### config.mk
export PLATFORM = sky130hd
export DESIGN_NAME = moving_average_table_calibration_top
export DESIGN_NICKNAME = d
export VERILOG_FILES = /design/src/mact_pkg.sv /design/src/moving_average_table_calibration_top.sv /design/src/mact_front.sv /design/src/mact_queue.sv /design/src/mact_back.sv
export SDC_FILE = /design/constraint.sdc
export NUM_CORES = 1
export LEC_CHECK = 0
export CAP_MARGIN = 0
export CORE_MARGIN = 2
export CORE_UTILIZATION = 40
export DETAILED_ROUTE_END_ITERATION = 10
export DONT_BUFFER_PORTS = 1
export PLACE_DENSITY = 0.56
export REMOVE_ABC_BUFFERS = 1
export SETUP_SLACK_MARGIN = 0.02
export SYNTH_ARGS = -nofsm -noshare
export SYNTH_HDL_FRONTEND = slang
export SYNTH_SLANG_ARGS = --single-unit
### constraint.sdc
create_clock -name clk -period 15.65 [get_ports clk]
set_input_delay 2.3475 -clock clk [delete_from_list [all_inputs] [get_ports clk]]
set_output_delay 2.3475 -clock clk [all_outputs]
set_load 0.02 [all_outputs]
### src/mact_pkg.sv
// Shared types, sizes and calibration tables for the moving-average calibration block.
`default_nettype none
package mact_pkg;

  // Sizes
  localparam int WINDOW       = 8;
  localparam int TABLE_POINTS = 17;
  localparam int SAMPLE_BITS  = 10;
  localparam int FORCE_W      = 16;

  localparam int POS_W      = $clog2(WINDOW);
  localparam int RING_IDX_W = $clog2(2 * WINDOW);
  localparam int SUM_W      = SAMPLE_BITS + $clog2(WINDOW);
  localparam int TAB_IDX_W  = $clog2(TABLE_POINTS);
  localparam int CAL_IDX_W  = $clog2(2 * TABLE_POINTS);
  localparam int DIFF_W     = FORCE_W + 1;
  localparam int OFS_W      = SAMPLE_BITS + 1;
  localparam int PROD_W     = DIFF_W + OFS_W;
  localparam int QUOT_W     = FORCE_W;
  localparam int REM_W      = SAMPLE_BITS + 1;
  localparam int STEP_W     = $clog2(QUOT_W);
  localparam int ACC_W      = FORCE_W + 2;

  // Count breakpoints: X table, then Y table
  localparam logic [SAMPLE_BITS-1:0] CAL_COUNTS [2*TABLE_POINTS] = '{
    10'd353, 10'd366, 10'd399, 10'd432, 10'd448, 10'd467, 10'd480, 10'd496, 10'd507,
    10'd520, 10'd535, 10'd548, 10'd567, 10'd583, 10'd617, 10'd648, 10'd661,
    10'd349, 10'd359, 10'd395, 10'd427, 10'd445, 10'd464, 10'd476, 10'd491, 10'd504,
    10'd526, 10'd536, 10'd546, 10'd565, 10'd580, 10'd612, 10'd646, 10'd656
  };

  // Sine of -90..90 degrees in Q1.15, saturated at the ends
  localparam logic signed [FORCE_W-1:0] FORCE_TABLE [TABLE_POINTS] = '{
    -16'sd32768, -16'sd30274, -16'sd23170, -16'sd16384, -16'sd12540, -16'sd8481,
    -16'sd5690,  -16'sd2856,  16'sd0,      16'sd2856,   16'sd5690,   16'sd8481,
    16'sd12540,  16'sd16384,  16'sd23170,  16'sd30274,  16'sd32767
  };

  // Input item
  typedef struct packed {
    logic       channel;
    logic [9:0] sample;
  } sample_item_t;

  // Result item
  typedef struct packed {
    logic                      channel_out;
    logic [9:0]                mean_counts;
    logic signed [FORCE_W-1:0] force_res;
  } result_item_t;

  // Queue entry between front and back
  typedef struct packed {
    logic                   channel;
    logic [SAMPLE_BITS-1:0] mean;
  } mean_item_t;

  // Back-end sequencer states
  typedef enum logic [2:0] {
    BK_IDLE,
    BK_SEARCH,
    BK_MULT,
    BK_PREP,
    BK_DIVIDE,
    BK_FINISH,
    BK_DONE
  } back_state_t;

endpackage
`default_nettype wire

### src/moving_average_table_calibration_top.sv
// Top level of the two-axis moving-average and table calibration block.
//
//   channel  direction  payload         handshake
//   sample   in         sample_item_t   sample_valid / sample_ready
//   result   out        result_item_t   result_valid / result_ready
//
// The front end takes one sample per cycle while the two-entry queue has room.
// Back end per item, which sets the rate: below the table it clamps with no search;
// else it searches the points in order and clamps at or above the last point, or
// forms the product, sets up the divider, runs 16 divider steps and the final sum.
// Reset clears the sample rings, sums, positions, queue and sequencer at once.
// A stalled result holds the back end; the front keeps filling the queue.
`default_nettype none
module moving_average_table_calibration_top
  import mact_pkg::*;
(
  input  wire logic         clk,
  input  wire logic         rst,
  input  wire logic         sample_valid,
  output logic              sample_ready,
  input  wire sample_item_t sample_item,
  output logic              result_valid,
  input  wire logic         result_ready,
  output result_item_t      result_item
);

  logic       push_valid;
  logic       push_ready;
  mean_item_t push_item;
  logic       pop_valid;
  logic       pop_ready;
  mean_item_t pop_item;

  mact_front u_front (
    .clk          (clk),
    .rst          (rst),
    .sample_valid (sample_valid),
    .sample_ready (sample_ready),
    .sample_item  (sample_item),
    .push_valid   (push_valid),
    .push_ready   (push_ready),
    .push_item    (push_item)
  );

  mact_queue u_queue (
    .clk        (clk),
    .rst        (rst),
    .push_valid (push_valid),
    .push_ready (push_ready),
    .push_item  (push_item),
    .pop_valid  (pop_valid),
    .pop_ready  (pop_ready),
    .pop_item   (pop_item)
  );

  mact_back u_back (
    .clk          (clk),
    .rst          (rst),
    .pop_valid    (pop_valid),
    .pop_ready    (pop_ready),
    .pop_item     (pop_item),
    .result_valid (result_valid),
    .result_ready (result_ready),
    .result_item  (result_item)
  );

endmodule
`default_nettype wire

### src/mact_front.sv
// Front end: per-axis sample rings and running sums, produces the window mean.
`default_nettype none
module mact_front
  import mact_pkg::*;
(
  input  wire logic         clk,
  input  wire logic         rst,
  input  wire logic         sample_valid,
  output logic              sample_ready,
  input  wire sample_item_t sample_item,
  output logic              push_valid,
  input  wire logic         push_ready,
  output mean_item_t        push_item
);

  logic [SAMPLE_BITS-1:0] ring [2*WINDOW];
  logic [SUM_W-1:0]       running_sum [2];
  logic [POS_W-1:0]       ring_position [2];

  logic                   ch;
  logic [SAMPLE_BITS-1:0] smp;
  logic [POS_W-1:0]       pos;
  logic [POS_W-1:0]       pos_next;
  logic [RING_IDX_W-1:0]  slot;
  logic [SUM_W-1:0]       sum_next;
  logic                   xfer;

  // Slot of the oldest sample and updated sum
  always_comb begin
    ch       = sample_item.channel;
    smp      = sample_item.sample[SAMPLE_BITS-1:0];
    pos      = ring_position[ch];
    pos_next = (pos == POS_W'(WINDOW - 1)) ? '0 : pos + 1'b1;
    slot     = RING_IDX_W'(pos) + (ch ? RING_IDX_W'(WINDOW) : '0);
    sum_next = running_sum[ch] - SUM_W'(ring[slot]) + SUM_W'(smp);
  end

  assign sample_ready        = push_ready;
  assign xfer                = sample_valid && sample_ready;
  assign push_valid          = sample_valid;
  assign push_item.channel   = ch;
  assign push_item.mean      = SAMPLE_BITS'(sum_next / WINDOW);

  // Ring, sums and positions
  always_ff @(posedge clk) begin
    if (rst) begin
      for (int k = 0; k < 2 * WINDOW; k++) ring[k] <= '0;
      for (int k = 0; k < 2; k++) begin
        running_sum[k]   <= '0;
        ring_position[k] <= '0;
      end
    end else if (xfer) begin
      ring[slot]        <= smp;
      running_sum[ch]   <= sum_next;
      ring_position[ch] <= pos_next;
    end
  end

endmodule
`default_nettype wire

### src/mact_queue.sv
// Two-entry queue of window means between the front and back ends.
`default_nettype none
module mact_queue
  import mact_pkg::*;
(
  input  wire logic       clk,
  input  wire logic       rst,
  input  wire logic       push_valid,
  output logic            push_ready,
  input  wire mean_item_t push_item,
  output logic            pop_valid,
  input  wire logic       pop_ready,
  output mean_item_t      pop_item
);

  mean_item_t entries [2];
  logic       wr_ptr;
  logic       rd_ptr;
  logic [1:0] count;
  logic       do_push;
  logic       do_pop;

  assign push_ready = (count != 2'd2);
  assign pop_valid  = (count != 2'd0);
  assign pop_item   = entries[rd_ptr];
  assign do_push    = push_valid && push_ready;
  assign do_pop     = pop_valid && pop_ready;

  // Storage
  always_ff @(posedge clk) begin
    if (do_push) entries[wr_ptr] <= push_item;
  end

  // Pointers and fill count
  always_ff @(posedge clk) begin
    if (rst) begin
      wr_ptr <= 1'b0;
      rd_ptr <= 1'b0;
      count  <= 2'd0;
    end else begin
      if (do_push) wr_ptr <= ~wr_ptr;
      if (do_pop)  rd_ptr <= ~rd_ptr;
      case ({do_push, do_pop})
        2'b10:   count <= count + 2'd1;
        2'b01:   count <= count - 2'd1;
        default: count <= count;
      endcase
    end
  end

endmodule
`default_nettype wire

### src/mact_back.sv
// Back end: table search, product, 16-step divider and result register.
`default_nettype none
module mact_back
  import mact_pkg::*;
(
  input  wire logic       clk,
  input  wire logic       rst,
  input  wire logic       pop_valid,
  output logic            pop_ready,
  input  wire mean_item_t pop_item,
  output logic            result_valid,
  input  wire logic       result_ready,
  output result_item_t    result_item
);

  back_state_t state, state_next;

  logic                      ch, ch_next;
  logic [SAMPLE_BITS-1:0]    mean, mean_next;
  logic [TAB_IDX_W-1:0]      idx, idx_next;
  logic signed [DIFF_W-1:0]  diff, diff_next;
  logic [SAMPLE_BITS-1:0]    ofs, ofs_next;
  logic [SAMPLE_BITS-1:0]    span, span_next;
  logic signed [FORCE_W-1:0] base, base_next;
  logic signed [PROD_W-1:0]  prod, prod_next;
  logic                      neg, neg_next;
  logic [REM_W-1:0]          rem, rem_next;
  logic [QUOT_W-1:0]         num_lo, num_lo_next;
  logic [QUOT_W-1:0]         quot, quot_next;
  logic [STEP_W-1:0]         step, step_next;
  logic signed [FORCE_W-1:0] force_val, force_val_next;

  logic [CAL_IDX_W-1:0]      cal_hi;
  logic [CAL_IDX_W-1:0]      cal_lo;
  logic [CAL_IDX_W-1:0]      cal_head;
  logic [SAMPLE_BITS-1:0]    cnt_hi;
  logic [SAMPLE_BITS-1:0]    cnt_lo;
  logic [PROD_W-1:0]         mag;
  logic [PROD_W-1:0]         numer;
  logic [REM_W:0]            trial;
  logic [REM_W:0]            divisor;
  logic                      qbit;
  logic signed [ACC_W-1:0]   acc;

  // Table lookups for the current search point and the queue head
  always_comb begin
    cal_hi   = CAL_IDX_W'(idx) + (ch ? CAL_IDX_W'(TABLE_POINTS) : '0);
    cal_lo   = cal_hi - 1'b1;
    cal_head = pop_item.channel ? CAL_IDX_W'(TABLE_POINTS) : '0;
    cnt_hi   = CAL_COUNTS[cal_hi];
    cnt_lo   = CAL_COUNTS[cal_lo];
  end

  // Divider step and result sum
  always_comb begin
    mag     = prod[PROD_W-1] ? PROD_W'(-prod) : PROD_W'(prod);
    numer   = {mag[PROD_W-2:0], 1'b0} + PROD_W'(span);
    trial   = {rem, num_lo[QUOT_W-1]};
    divisor = {1'b0, span, 1'b0};
    qbit    = (trial >= divisor);
    acc     = ACC_W'(base) + (neg ? -$signed({2'b00, quot}) : $signed({2'b00, quot}));
  end

  // Sequencer
  always_comb begin
    state_next     = state;
    ch_next        = ch;
    mean_next      = mean;
    idx_next       = idx;
    diff_next      = diff;
    ofs_next       = ofs;
    span_next      = span;
    base_next      = base;
    prod_next      = prod;
    neg_next       = neg;
    rem_next       = rem;
    num_lo_next    = num_lo;
    quot_next      = quot;
    step_next      = step;
    force_val_next = force_val;
    pop_ready      = 1'b0;
    result_valid   = 1'b0;

    case (state)
      BK_IDLE: begin
        pop_ready = 1'b1;
        if (pop_valid) begin
          ch_next   = pop_item.channel;
          mean_next = pop_item.mean;
          idx_next  = TAB_IDX_W'(1);
          if (CAL_COUNTS[cal_head] > pop_item.mean) begin
            // below the first point
            force_val_next = FORCE_TABLE[0];
            state_next     = BK_DONE;
          end else begin
            state_next = BK_SEARCH;
          end
        end
      end
      BK_SEARCH: begin
        if (cnt_hi > mean && cnt_hi > cnt_lo) begin
          diff_next  = DIFF_W'(FORCE_TABLE[idx]) - DIFF_W'(FORCE_TABLE[idx - 1'b1]);
          ofs_next   = mean - cnt_lo;
          span_next  = cnt_hi - cnt_lo;
          base_next  = FORCE_TABLE[idx - 1'b1];
          state_next = BK_MULT;
        end else if (idx == TAB_IDX_W'(TABLE_POINTS - 1)) begin
          // at or above the last point
          force_val_next = FORCE_TABLE[TABLE_POINTS-1];
          state_next     = BK_DONE;
        end else begin
          idx_next = idx + 1'b1;
        end
      end
      BK_MULT: begin
        prod_next  = diff * $signed({1'b0, ofs});
        state_next = BK_PREP;
      end
      BK_PREP: begin
        // rounded quotient: (2|d*o| + w) / 2w, known to fit QUOT_W bits
        neg_next    = prod[PROD_W-1];
        rem_next    = numer[QUOT_W+REM_W-1:QUOT_W];
        num_lo_next = numer[QUOT_W-1:0];
        quot_next   = '0;
        step_next   = '0;
        state_next  = BK_DIVIDE;
      end
      BK_DIVIDE: begin
        rem_next    = qbit ? REM_W'(trial - divisor) : trial[REM_W-1:0];
        num_lo_next = {num_lo[QUOT_W-2:0], 1'b0};
        quot_next   = {quot[QUOT_W-2:0], qbit};
        step_next   = step + 1'b1;
        if (step == STEP_W'(QUOT_W - 1)) state_next = BK_FINISH;
      end
      BK_FINISH: begin
        force_val_next = acc[FORCE_W-1:0];
        state_next     = BK_DONE;
      end
      BK_DONE: begin
        result_valid = 1'b1;
        if (result_ready) state_next = BK_IDLE;
      end
      default: state_next = BK_IDLE;
    endcase
  end

  assign result_item.channel_out = ch;
  assign result_item.mean_counts = mean;
  assign result_item.force_res   = force_val;

  // State register
  always_ff @(posedge clk) begin
    if (rst) state <= BK_IDLE;
    else     state <= state_next;
  end

  // Datapath registers
  always_ff @(posedge clk) begin
    ch        <= ch_next;
    mean      <= mean_next;
    idx       <= idx_next;
    diff      <= diff_next;
    ofs       <= ofs_next;
    span      <= span_next;
    base      <= base_next;
    prod      <= prod_next;
    neg       <= neg_next;
    rem       <= rem_next;
    num_lo    <= num_lo_next;
    quot      <= quot_next;
    step      <= step_next;
    force_val <= force_val_next;
  end

endmodule
`default_nettype wire
==> impl_results.md, run 1 <==
- Status: complete, no violations
- Clock-pin transition on the worst setup and hold timing paths: around 60 ps
- Final core utilization: 43.41%
- Fraction of layout cells with a size suffix above 1: 5.911%
- Final Hold Vio Count: 0
- Final setup violation count: 0
- Average cell area after synthesis: 10.22 um2
- Headroom to the max-slew limit: a little over a fifth
- Wire length of the first global-routing pass: 117.7 mm
- Mux contribution to synthesized area: 5.792%
- Diodes inserted: 0
- Quantity of hold-fixing buffers added after cts: 0
- Number of enable-type register cells in the synthesized netlist: around 370
- Fill cell total of the finished layout: between 7k and 8k
- Kind of end point of the critical path: register
- Clk Latency, worst-skew pair: 600 ps
- DIE WIDTH: between 200 and 300 um
- Port bufs: 0
- GRT busiest layer: met2
- RSZ-0062 raised after global routing: false
- Final nets: 3227
- Aggregate negative setup slack: 0 ps
- Count of nets left with antenna violations after detail routing: 0
- Post-synthesis adder-cell area fraction: 19.70%
- Cells after synthesis: slightly below 3k
- Core Rows: 100
- Min-Delay Startpoint: u_back.num_lo[0]
- Synth Area in XOR/XNOR: under 10%
- Sequential area share after synthesis: a little under two fifths
- Startpoint of the most critical register-to-register path: u_back.idx[0]
- Actual transition at the worst max-transition pin: between 1000 and 1500 ps
- Via count of the first global-routing pass: 21.07k
- Total area of multi-input combinational cells: between 15000 and 20000 um2
- Maximum clock insertion buffer count: 3
- Final wirelength: 73.63 mm
- Number of iterations in the first detailed-routing pass: 5
- Post-synthesis share of cell area spent on and, or, nand and nor gates: around 15%
- CP Launch Point: sample_item[10]
- Hold Crit Class: reg2reg
- Pin count of the biggest net entering global routing: 77
- Most used DFF post-synth: sky130_fd_sc_hd__edfxtp_1
- Overall die area: 77010 um2
- H-tree level count: 2
- Per-cell routed wire length: 19.15 um
- Post-route clock period utilization: 47.19%
- Yosys reg bits: approximately 380
- Sinks on Clock Net: 382
- Area overhead of the layout relative to synthesis: 7.648%
- Post-route DRC violation count: 0
- Number of antenna violations at the first check in global routing: 1
- Number of buffers created by CTS: 43
- Maximum fanout along the worst path: 76
- Element type at the critical path start: input port
- Vias per cell: 5.404
- Max frequency: between 100 and 150 MHz
- Number of warnings printed during yosys synthesis: 0
- Post-synthesis cell type count: 87
- Gr ovfl total: 0
- Count of instances resized after the clock tree is built: 0
- Max Transition Viols Final: 0
- Clock tree root driver cell: sky130_fd_sc_hd__clkbuf_16
- Crit path DAT: 7720 ps
- CP Class: in2reg
- Placer Congestion: 0.8582
- Sequential cell area in the final layout: 11390 um2
- Async set-or-reset flop fraction in the synthesized netlist: 0%
- Final critical-path required period: approximately 7400 ps
- Largest family of logic cells by synthesized area: adder cells
- CTS tree: yes
- Max cap viols: 0
- Chip height: roughly 280 um
- Worst Skew: 47.65 ps
- Ports: 44
- Worst EP required: between 15000 and 20000 ps
- GRT met2 Usage: between 30% and 40%
- Post-detail-place hpwl: between 50 and 60 mm
- Global Route met3 Usage: 2.392%
- Netlist area before placement: roughly 30000 um2
- Complex-gate fraction of the synthesized area: 9.860%
- DRT iter0 DRCs: 1620
- Met1 usage: 25.57%
- Std-Cell Core Area: 74200 um2
- Starting density of the core: 40.33%
- GRT Total Usage: between 10% and 20%
- Post-CTS setup buffer count: 0
- Overall via count from detail_route: 20.78k
[layer usage]
layer  share of wire (%)  vias up
li1                    -    10020
met1                  45    10240
met2                  49      412
met3                 4.1      106
met4                 2.2        0
met5                   0        -
[registers in the layout, indices dropped and copies added (netlist names), 5 cells and up, named ones only]
name and cells:
u_front.ring 160, u_front.running_sum 26, u_front.ring_position 6, u_queue.entries 22, u_back.prod 27, u_back.span 10
u_back.quot 16, u_back.ofs 10, u_back.idx 5, u_back.num_lo 16, u_back.base 16, u_back.force_val 16
u_back.mean 10, u_back.diff 17, u_back.rem 11
[stage by stage]
step                      hold slack (ps)  worst slack, ps  area, um2  std cells
after floorplan                     465.8             3688      29320       2771
after global placement              475.3             7836      30780       3766
after detailed placement            495.3             7708      30780       3766
after CTS                           510.3             8297      32200       3844
after global routing                527.9             7950      32210       3845
final                               507.0             8264      32210       3845
[cell families (layout without fill, tap and decap cells)]
| kind of cell | after synthesis | after routing |
|---|---|---|
| multiplexers | 146 | 146 |
| AND/OR/NAND/NOR | 909 | 909 |
| AO/OA/AOI/OAI | 453 | 453 |
| adder cells (fa/ha/maj) | 370 | 370 |
| buffers and inverters | 506 | 454 |
| XOR/XNOR | 162 | 162 |
| flip-flops | 382 | 382 |
[critical path: stages]
cell and delay, ps:
sky130_fd_sc_hd__mux2i_4 230, sky130_fd_sc_hd__buf_4 450, sky130_fd_sc_hd__buf_4 830, sky130_fd_sc_hd__mux2i_1 160, sky130_fd_sc_hd__mux4_2 500, sky130_fd_sc_hd__mux2i_1 400
sky130_fd_sc_hd__fa_1 500, sky130_fd_sc_hd__inv_1 80, sky130_fd_sc_hd__ha_1 250, sky130_fd_sc_hd__nor2b_1 140, sky130_fd_sc_hd__o21ai_0 200, sky130_fd_sc_hd__a21oi_1 130
sky130_fd_sc_hd__o211ai_1 230, sky130_fd_sc_hd__a21oi_1 120, sky130_fd_sc_hd__nor3_1 470, sky130_fd_sc_hd__nor2_1 180, sky130_fd_sc_hd__xnor3_1 380
[layout by cell type, fill, tap and decap left out, types with 19 or more instances in the layout]
master and n:
sky130_fd_sc_hd__a211oi_1 23, sky130_fd_sc_hd__a21o_1 20, sky130_fd_sc_hd__a21oi_1 130, sky130_fd_sc_hd__and2_1 117, sky130_fd_sc_hd__and3_1 19, sky130_fd_sc_hd__buf_4 27
sky130_fd_sc_hd__clkbuf_16 43, sky130_fd_sc_hd__clkinv_1 20, sky130_fd_sc_hd__edfxtp_1 374, sky130_fd_sc_hd__fa_1 169, sky130_fd_sc_hd__ha_1 200, sky130_fd_sc_hd__inv_1 338
sky130_fd_sc_hd__mux2i_1 116, sky130_fd_sc_hd__mux4_2 21, sky130_fd_sc_hd__nand2_1 233, sky130_fd_sc_hd__nand2b_1 29, sky130_fd_sc_hd__nand3_1 40, sky130_fd_sc_hd__nor2_1 172
sky130_fd_sc_hd__nor2b_1 22, sky130_fd_sc_hd__nor3_1 147, sky130_fd_sc_hd__nor4_1 39, sky130_fd_sc_hd__o211ai_1 21, sky130_fd_sc_hd__o21ai_0 106, sky130_fd_sc_hd__o31ai_1 20
sky130_fd_sc_hd__or2_2 23, sky130_fd_sc_hd__or3_1 24, sky130_fd_sc_hd__xnor2_1 112, sky130_fd_sc_hd__xor2_1 47
[synth_stat cells (21+ instances only)]
cell type / count / share of area, %
sky130_fd_sc_hd__o21ai_0: 106 / 1.8
sky130_fd_sc_hd__and2_1: 117 / 2.4
sky130_fd_sc_hd__ha_1: 200 / 8.4
sky130_fd_sc_hd__a21oi_1: 130 / 2.2
sky130_fd_sc_hd__clkbuf_1: 145 / 1.8
sky130_fd_sc_hd__xor2_1: 47 / 1.4
sky130_fd_sc_hd__or3_1: 24 / 0.50
sky130_fd_sc_hd__a211oi_1: 25 / 0.63
sky130_fd_sc_hd__nand3_1: 40 / 0.67
sky130_fd_sc_hd__edfxtp_1: 374 / 38
sky130_fd_sc_hd__fa_1: 169 / 11
sky130_fd_sc_hd__mux2i_1: 118 / 3.9
sky130_fd_sc_hd__nor2_1: 173 / 2.2
sky130_fd_sc_hd__mux4_2: 21 / 1.6
sky130_fd_sc_hd__xnor2_1: 112 / 3.3
sky130_fd_sc_hd__nand2b_1: 29 / 0.61
sky130_fd_sc_hd__nand2_1: 233 / 2.9
sky130_fd_sc_hd__inv_1: 338 / 4.2
sky130_fd_sc_hd__nor4_1: 39 / 0.82
sky130_fd_sc_hd__or2_2: 23 / 0.48
sky130_fd_sc_hd__nor2b_1: 22 / 0.46
sky130_fd_sc_hd__nor3_1: 148 / 2.5
sky130_fd_sc_hd__o211ai_1: 21 / 0.53
[final timing paths]
check | endpoint | slack, ps | depth (start not counted)
hold reg to reg | u_back.num_lo[1] | 510 | 2
setup reg to reg | u_back.force_val[0] | 8530 | 23
setup / recovery | u_queue.entries[0][9] | 8260 | 17
hold / removal | u_back.num_lo[1] | 510 | 2
[cell type report]
| type | count | area share [%] |
|---|---|---|
| clock inverter | 26 | 0.9750 |
| clock buffer | 52 | 3.446 |
| multi-input combinational | 2040 | 51.75 |
| tap | 969 | 3.764 |
| timing repair buffer | 27 | 0.6293 |
| inverter | 349 | 4.067 |
| sequential | 382 | 35.36 |
Power of run 1 is left out: the tool's default activity adds up to more than one toggle a clock period on the data nets, which glitch-free logic cannot reach.
==> run 2, diff against run 1 <==
PLACE_DENSITY = 0.58   (was 0.56)
clock period = 6 ns   (was 15.65 ns; I/O delays follow)
==> run 2 against run 1 <==
Die area unchanged. Worst setup slack lost 8000 ps. Design area is 2.5% higher.
==> impl_results.md, run 2 (synthesis gave the netlist of run 1 again) <==
- Aggregate negative setup slack: 0 ps (unchanged)
- Per-cell routed wire length: 18.91 um (-1.2%)
- Maximum clock insertion buffer count: 3 (unchanged)
- Stages on the worst setup path: 18 (+1)
- Post-detail-place hpwl: 55.28 mm (+3.8%)
- Worst Skew: 59.36 ps (+11.71 ps)
- Clock-pin transition on the worst setup and hold timing paths: 60 ps (about the same)
- Max cap viols: 0 (unchanged)
- Core Rows: 100 (unchanged)
- Overall die area: 77010 um2 (unchanged)
- Crit-path max cell delay: 620 ps (-210 ps)
- Clk Latency, worst-skew pair: 610 ps (about the same)
- Largest registers ranked by flip-flop count: u_front.ring (160), u_back.prod (27), u_front.running_sum (26)
- Count of nets left with antenna violations after detail routing: 0 (unchanged)
- Largest register by flop count: u_front.ring
- R2R cell count: 18 (-22%)
- Port bufs: 0 (unchanged)
- DIE WIDTH: 277.5 um (unchanged)
- Startpoint of the most critical register-to-register path: u_back.diff[12]
- Area overhead of the layout relative to synthesis: 10.33%
- Gr ovfl total: 0 (unchanged)
- Placer Congestion: 0.8957 (+4.4%)
- Worst R2R End: u_back.prod[27]
- Hold Crit Class: in2reg
- Fraction of layout cells with a size suffix above 1: 8.387% (+2.5 points)
- Maximum fanout along the worst path: 10 (-87%)
- Number of iterations in the first detailed-routing pass: 8 (+3)
- Most common library cell in the layout ignoring fill and taps: sky130_fd_sc_hd__edfxtp_1
- Number of buffers created by CTS: 44 (+2.3%)
- Max frequency: 174.8 MHz
- Final critical-path required period: 5722 ps
- Status: complete, no violations
- Chip height: 277.5 um (unchanged)
- Starting density of the core: 40.33% (unchanged)
- Via count of the first global-routing pass: 21.37k (+1.4%)
- CTS tree: yes
- Sinks on Clock Net: 382 (unchanged)
- Crit path DAT: 6020 ps (-1700 ps)
- Worst EP required: 6300 ps (-9680 ps)
- Clock tree root driver cell: sky130_fd_sc_hd__clkbuf_16
- Actual transition at the worst max-transition pin: 1279 ps (+98.24 ps)
- Post-route clock period utilization: 95.37%
- Ports: 44 (unchanged)
- Final core utilization: 44.49% (+1.1 points)
- CP Launch Point: u_back.diff[12]
- Element type at the critical path start: register
- DRT iter0 DRCs: 1609 (-0.68%)
- Critical path cell sequence: nand2_1, fa_1, inv_1, fa_1, fa_1, fa_1, inv_1, fa_1, inv_1, ha_1, and4_1, a31o_2, a21oi_1, nand2_1, a31oi_1, o31ai_1, o41ai_2, xnor2_1
- Cell at the slowest stage of the critical path: sky130_fd_sc_hd__edfxtp_1
- RSZ-0062 raised after global routing: false
- Max FFs per register: 160 (unchanged)
- Max Transition Viols Final: 0 (unchanged)
- Overall via count from detail_route: 21.17k (+1.9%)
- Number of antenna violations at the first check in global routing: 1 (unchanged)
- Vias per cell: 5.408 (about the same)
- Final nets: 3293 (+2.0%)
- Kind of end point of the critical path: register
- Std-Cell Core Area: 74200 um2 (unchanged)
- Kind of cell with the highest combined delay on the critical path: adder cells
- Pin count of the biggest net entering global routing: 77 (unchanged)
- Headroom to the max-slew limit: 14.55% (-6.5 points)
- Bufs and invs on worst path: 3 (unchanged)
- Most frequent cells in the layout: sky130_fd_sc_hd__edfxtp_1 (374), sky130_fd_sc_hd__inv_1 (338), sky130_fd_sc_hd__nand2_1 (233)
- Wire length of the first global-routing pass: 118.7 mm (+0.86%)
- Critical path's most frequent cell: sky130_fd_sc_hd__fa_1
- H-tree level count: 2 (unchanged)
- Final wirelength: 74.03 mm (+0.55%)
- Final Hold Vio Count: 0 (unchanged)
- Final setup violation count: 0 (unchanged)
- GRT Total Usage: 19.23% (+0.15 points)
- Post-route DRC violation count: 0 (unchanged)
- Register-to-register setup slack: 280 ps (-8250 ps)
- CP Class: reg2reg
- Capturing instance or port of the critical path: u_back.prod[27]
run 2: how the worst min path moves through the flow:
stage / start / to / slack, ps / depth (start not counted)
floorplan: u_queue.count[1] / u_queue.count[1] / 470 / 2
global placement: u_queue.count[1] / u_queue.count[1] / 480 / 2
detailed placement: u_queue.rd_ptr / u_queue.rd_ptr / 510 / 2
CTS: rst / u_queue.count[0] / 350 / 1
global route: rst / u_queue.count[0] / 360 / 1
finish: rst / u_queue.rd_ptr / 390 / 1
run 2: area by class of cell:
| class | count | area [um2] |
|---|---|---|
| antenna | 1 | 2.502 |
| clock buffer | 52 | 1141 |
| clock inverter | 30 | 540.5 |
| fill | 6935 | 41180 |
| inverter | 349 | 1310 |
| multi-input combinational | 2040 | 16680 |
| sequential | 382 | 11390 |
| tap | 969 | 1212 |
| timing repair buffer | 92 | 735.7 |
run 2: what timing repair did:
| action | in CTS | in global routing |
|---|---|---|
| hold buffers | 0 | 0 |
| endpoints found under the setup margin | 0 | 2 |
| setup buffers | 0 | 17 |
| gates resized for setup | 0 | 4 |
run 2: through the flow:
| stage | hold slack, ps | instance area [um2] | instances | worst slack [ps] |
|---|---|---|---|---|
| after detailed placement | 506.8 | 31160 | 3815 | 97.28 |
| final | 386.7 | 33010 | 3915 | 277.9 |
| after CTS | 348.8 | 32840 | 3897 | 47.11 |
| after global placement | 477.4 | 31160 | 3815 | 247.5 |
| after floorplan | 465.8 | 29320 | 2771 | -4515 |
| after global routing | 356.6 | 33010 | 3914 | 31.12 |
run 2: routing by layer:
layer	share of wire [%]	GRT usage, %	up-vias
met2	47	32.06	455
met3	4.7	2.864	126
met1	45	25.85	10450
li1	-	-	10150
met5	0	0	-
met4	3.0	5.881	0
Power of run 2 is left out for the same reason.
==> run 3, diff against run 2 <==
PLACE_DENSITY = 0.56   (was 0.58)
TNS_END_PERCENT = 10   (was unset)
clock period = 6.8 ns   (was 6 ns; I/O delays follow)
==> run 3 against run 2 <==
Worst setup slack better by 440 ps. Non-clock buffer count is 54 lower. Wire length down 2.1%. Sequential cell count is the same. Largest cell class unchanged.
==> impl_results.md, run 3 (synthesis gave the netlist of run 1 again) <==
- Overall die area: 77010 um2 (unchanged)
- Fraction of layout cells with a size suffix above 1: 6.501% (-1.9 points)
- Maximum fanout along the worst path: 53 (+43)
- Final nets: 3240 (-1.6%)
- Via count of the first global-routing pass: 21.13k (-1.1%)
- Max cap viols: 0 (unchanged)
- Final wirelength: 72.44 mm (-2.1%)
- Final Hold Vio Count: 0 (unchanged)
- Worst R2R End: u_back.diff[15]
- Number of iterations in the first detailed-routing pass: 5 (-3)
- Per-cell routed wire length: 18.76 um (-0.80%)
- Post-detail-place hpwl: 54.02 mm (-2.3%)
- Startpoint of the most critical register-to-register path: u_back.ch
- Core Rows: 100 (unchanged)
- Count of instances resized after the clock tree is built: 0 (unchanged)
- DIE WIDTH: 277.5 um (unchanged)
- Bufs and invs on worst path: 3 (unchanged)
- Gr ovfl total: 0 (unchanged)
- Kind of end point of the critical path: register
- Crit-path max cell delay: 630 ps (about the same)
- Post-route clock period utilization: 89.49% (-5.9 points)
- Crit path DAT: 6310 ps (+290 ps)
- Worst EP required: 7030 ps (+730 ps)
- RSZ-0062 raised after global routing: false
- Final critical-path required period: 6085 ps (+363.3 ps)
- CTS tree: yes
- Finished layout cell area: 32410 um2 (-1.8%)
- Most frequent cells in the layout: sky130_fd_sc_hd__edfxtp_1 (374), sky130_fd_sc_hd__inv_1 (338), sky130_fd_sc_hd__nand2_1 (233)
- Critical path's most frequent cell: sky130_fd_sc_hd__ha_1
- Max frequency: 164.3 MHz (-6.0%)
- DRT iter0 DRCs: 1260 (-22%)
- Largest registers ranked by flip-flop count: u_front.ring (160), u_back.prod (27), u_front.running_sum (26)
- H-tree level count: 2 (unchanged)
- Endpoint of the worst hold path: u_back.state[2]
- Placer Congestion: 0.8863 (-1.0%)
- Chip height: 277.5 um (unchanged)
- Cell at the slowest stage of the critical path: sky130_fd_sc_hd__xnor2_1
- Count of nets left with antenna violations after detail routing: 0 (unchanged)
- Actual transition at the worst max-transition pin: 1160 ps (-118.8 ps)
- CP Class: reg2reg
- Register-to-register setup slack: 710 ps (+440 ps)
- Post-route DRC violation count: 0 (unchanged)
- Number of antenna violations at the first check in global routing: 2 (+1)
- Hold Crit Class: in2reg
- Starting density of the core: 40.33% (unchanged)
- Placement Cell Area: 30880 um2 (-0.89%)
- Most common library cell in the layout ignoring fill and taps: sky130_fd_sc_hd__edfxtp_1
- Post-Route Hold Slack: 489.1 ps (+102.4 ps)
- Port bufs: 0 (unchanged)
- Headroom to the max-slew limit: 22.39% (+7.8 points)
- Clk Latency, worst-skew pair: 600 ps (about the same)
- Area overhead of the layout relative to synthesis: 8.326%
- Wire length of the first global-routing pass: 117.1 mm (-1.4%)
- Min-Delay Startpoint: rst
- Clock-pin transition on the worst setup and hold timing paths: 70 ps (about the same)
- GRT Total Usage: 18.99% (-0.25 points)
- Final setup violation count: 0 (unchanged)
- Hold Path Cell Cnt: 1 (unchanged)
- Cells after DPL: 3778 (-0.97%)
- Number of buffers created by CTS: 45 (+2.3%)
- Stages on the worst setup path: 21 (+3)
- Vias per cell: 5.392 (-0.31%)
- Max Transition Viols Final: 0 (unchanged)
- Pin count of the biggest net entering global routing: 77 (unchanged)
- Std-Cell Core Area: 74200 um2 (unchanged)
- Max FFs per register: 160 (unchanged)
- Sinks on Clock Net: 382 (unchanged)
- Status: complete, no violations
- Overall via count from detail_route: 20.82k (-1.7%)
- Post-CTS setup buffer count: 0 (unchanged)
- R2R cell count: 21 (+3)
- Ports: 44 (unchanged)
- Clock tree root driver cell: sky130_fd_sc_hd__clkbuf_16
- Number of standard cells in the layout, taps in and fillers out: 3862 (-1.4%)
- Quantity of hold-fixing buffers added after cts: 0 (unchanged)
- Maximum clock insertion buffer count: 3 (unchanged)
- Kind of cell with the highest combined delay on the critical path: compound AO/OA/AOI/OAI gates
- Largest register by flop count: u_front.ring
- Worst Skew: 51.41 ps (-7.952 ps)
- Element type at the critical path start: register
- Critical path cell sequence: ha_1, ha_1, xor2_1, buf_4, inv_1, ha_1, nor2b_1, xnor2_1, nand2_1, nand2_1, a221oi_1, a21oi_1, a21oi_1, fa_1, a21o_1, a21o_1, a221o_1, a221o_1, o211ai_1, nor2_4, buf_4
## run 3: cell count changes in the layout (fill, tap and decap cells not counted), sizes merged
cell	delta
clkbuf	-2
clkinv	+9
bufinv	-6
buf	-54
inv	+1
clkinvlp	-1
## run 3: area by class of cell
type / instances / area (um2)
Tap cell: 969 / 1212
Inverter: 349 / 1310
Antenna cell: 1 / 2.502
Multi-Input combinational cell: 2040 / 16670
Fill cell: 7067 / 41780
Timing Repair Buffer: 38 / 297.8
Sequential cell: 382 / 11390
Clock inverter: 33 / 384.1
Clock buffer: 50 / 1145
## run 3: routing by layer
layer,vias up,GRT usage [%],wire length [um],part of all wire [%]
met4,0,6.034,2190,3.0
li1,10050,-,-,-
met3,100,3.032,3510,4.8
met5,-,0,0,0
met2,423,31.22,33970,47
met1,10250,25.66,32780,45
## run 3: metrics by stage
stage                     TNS, ps  util, %  setup slack, ps
after global placement          0    41.62            733.8
after global routing            0    43.68            252.6
after CTS                       0    43.68            640.7
after floorplan           -950900        -            -3835
final                           0    43.68            714.6
after detailed placement        0    41.62            670.7
## run 3: worst max-delay path by stage
stage | startpoint | slack [ps] | end
finish | u_back.ch | 710 | u_back.diff[15]
global route | u_back.ch | 250 | u_back.diff[7]
CTS | u_back.ch | 640 | u_back.force_val[1]
detailed placement | u_back.ch | 670 | u_back.force_val[1]
global placement | u_back.ch | 730 | u_back.force_val[0]
floorplan | sample_item[10] | -3830 | u_queue.entries[0][9]
Power of run 3 is left out for the same reason.
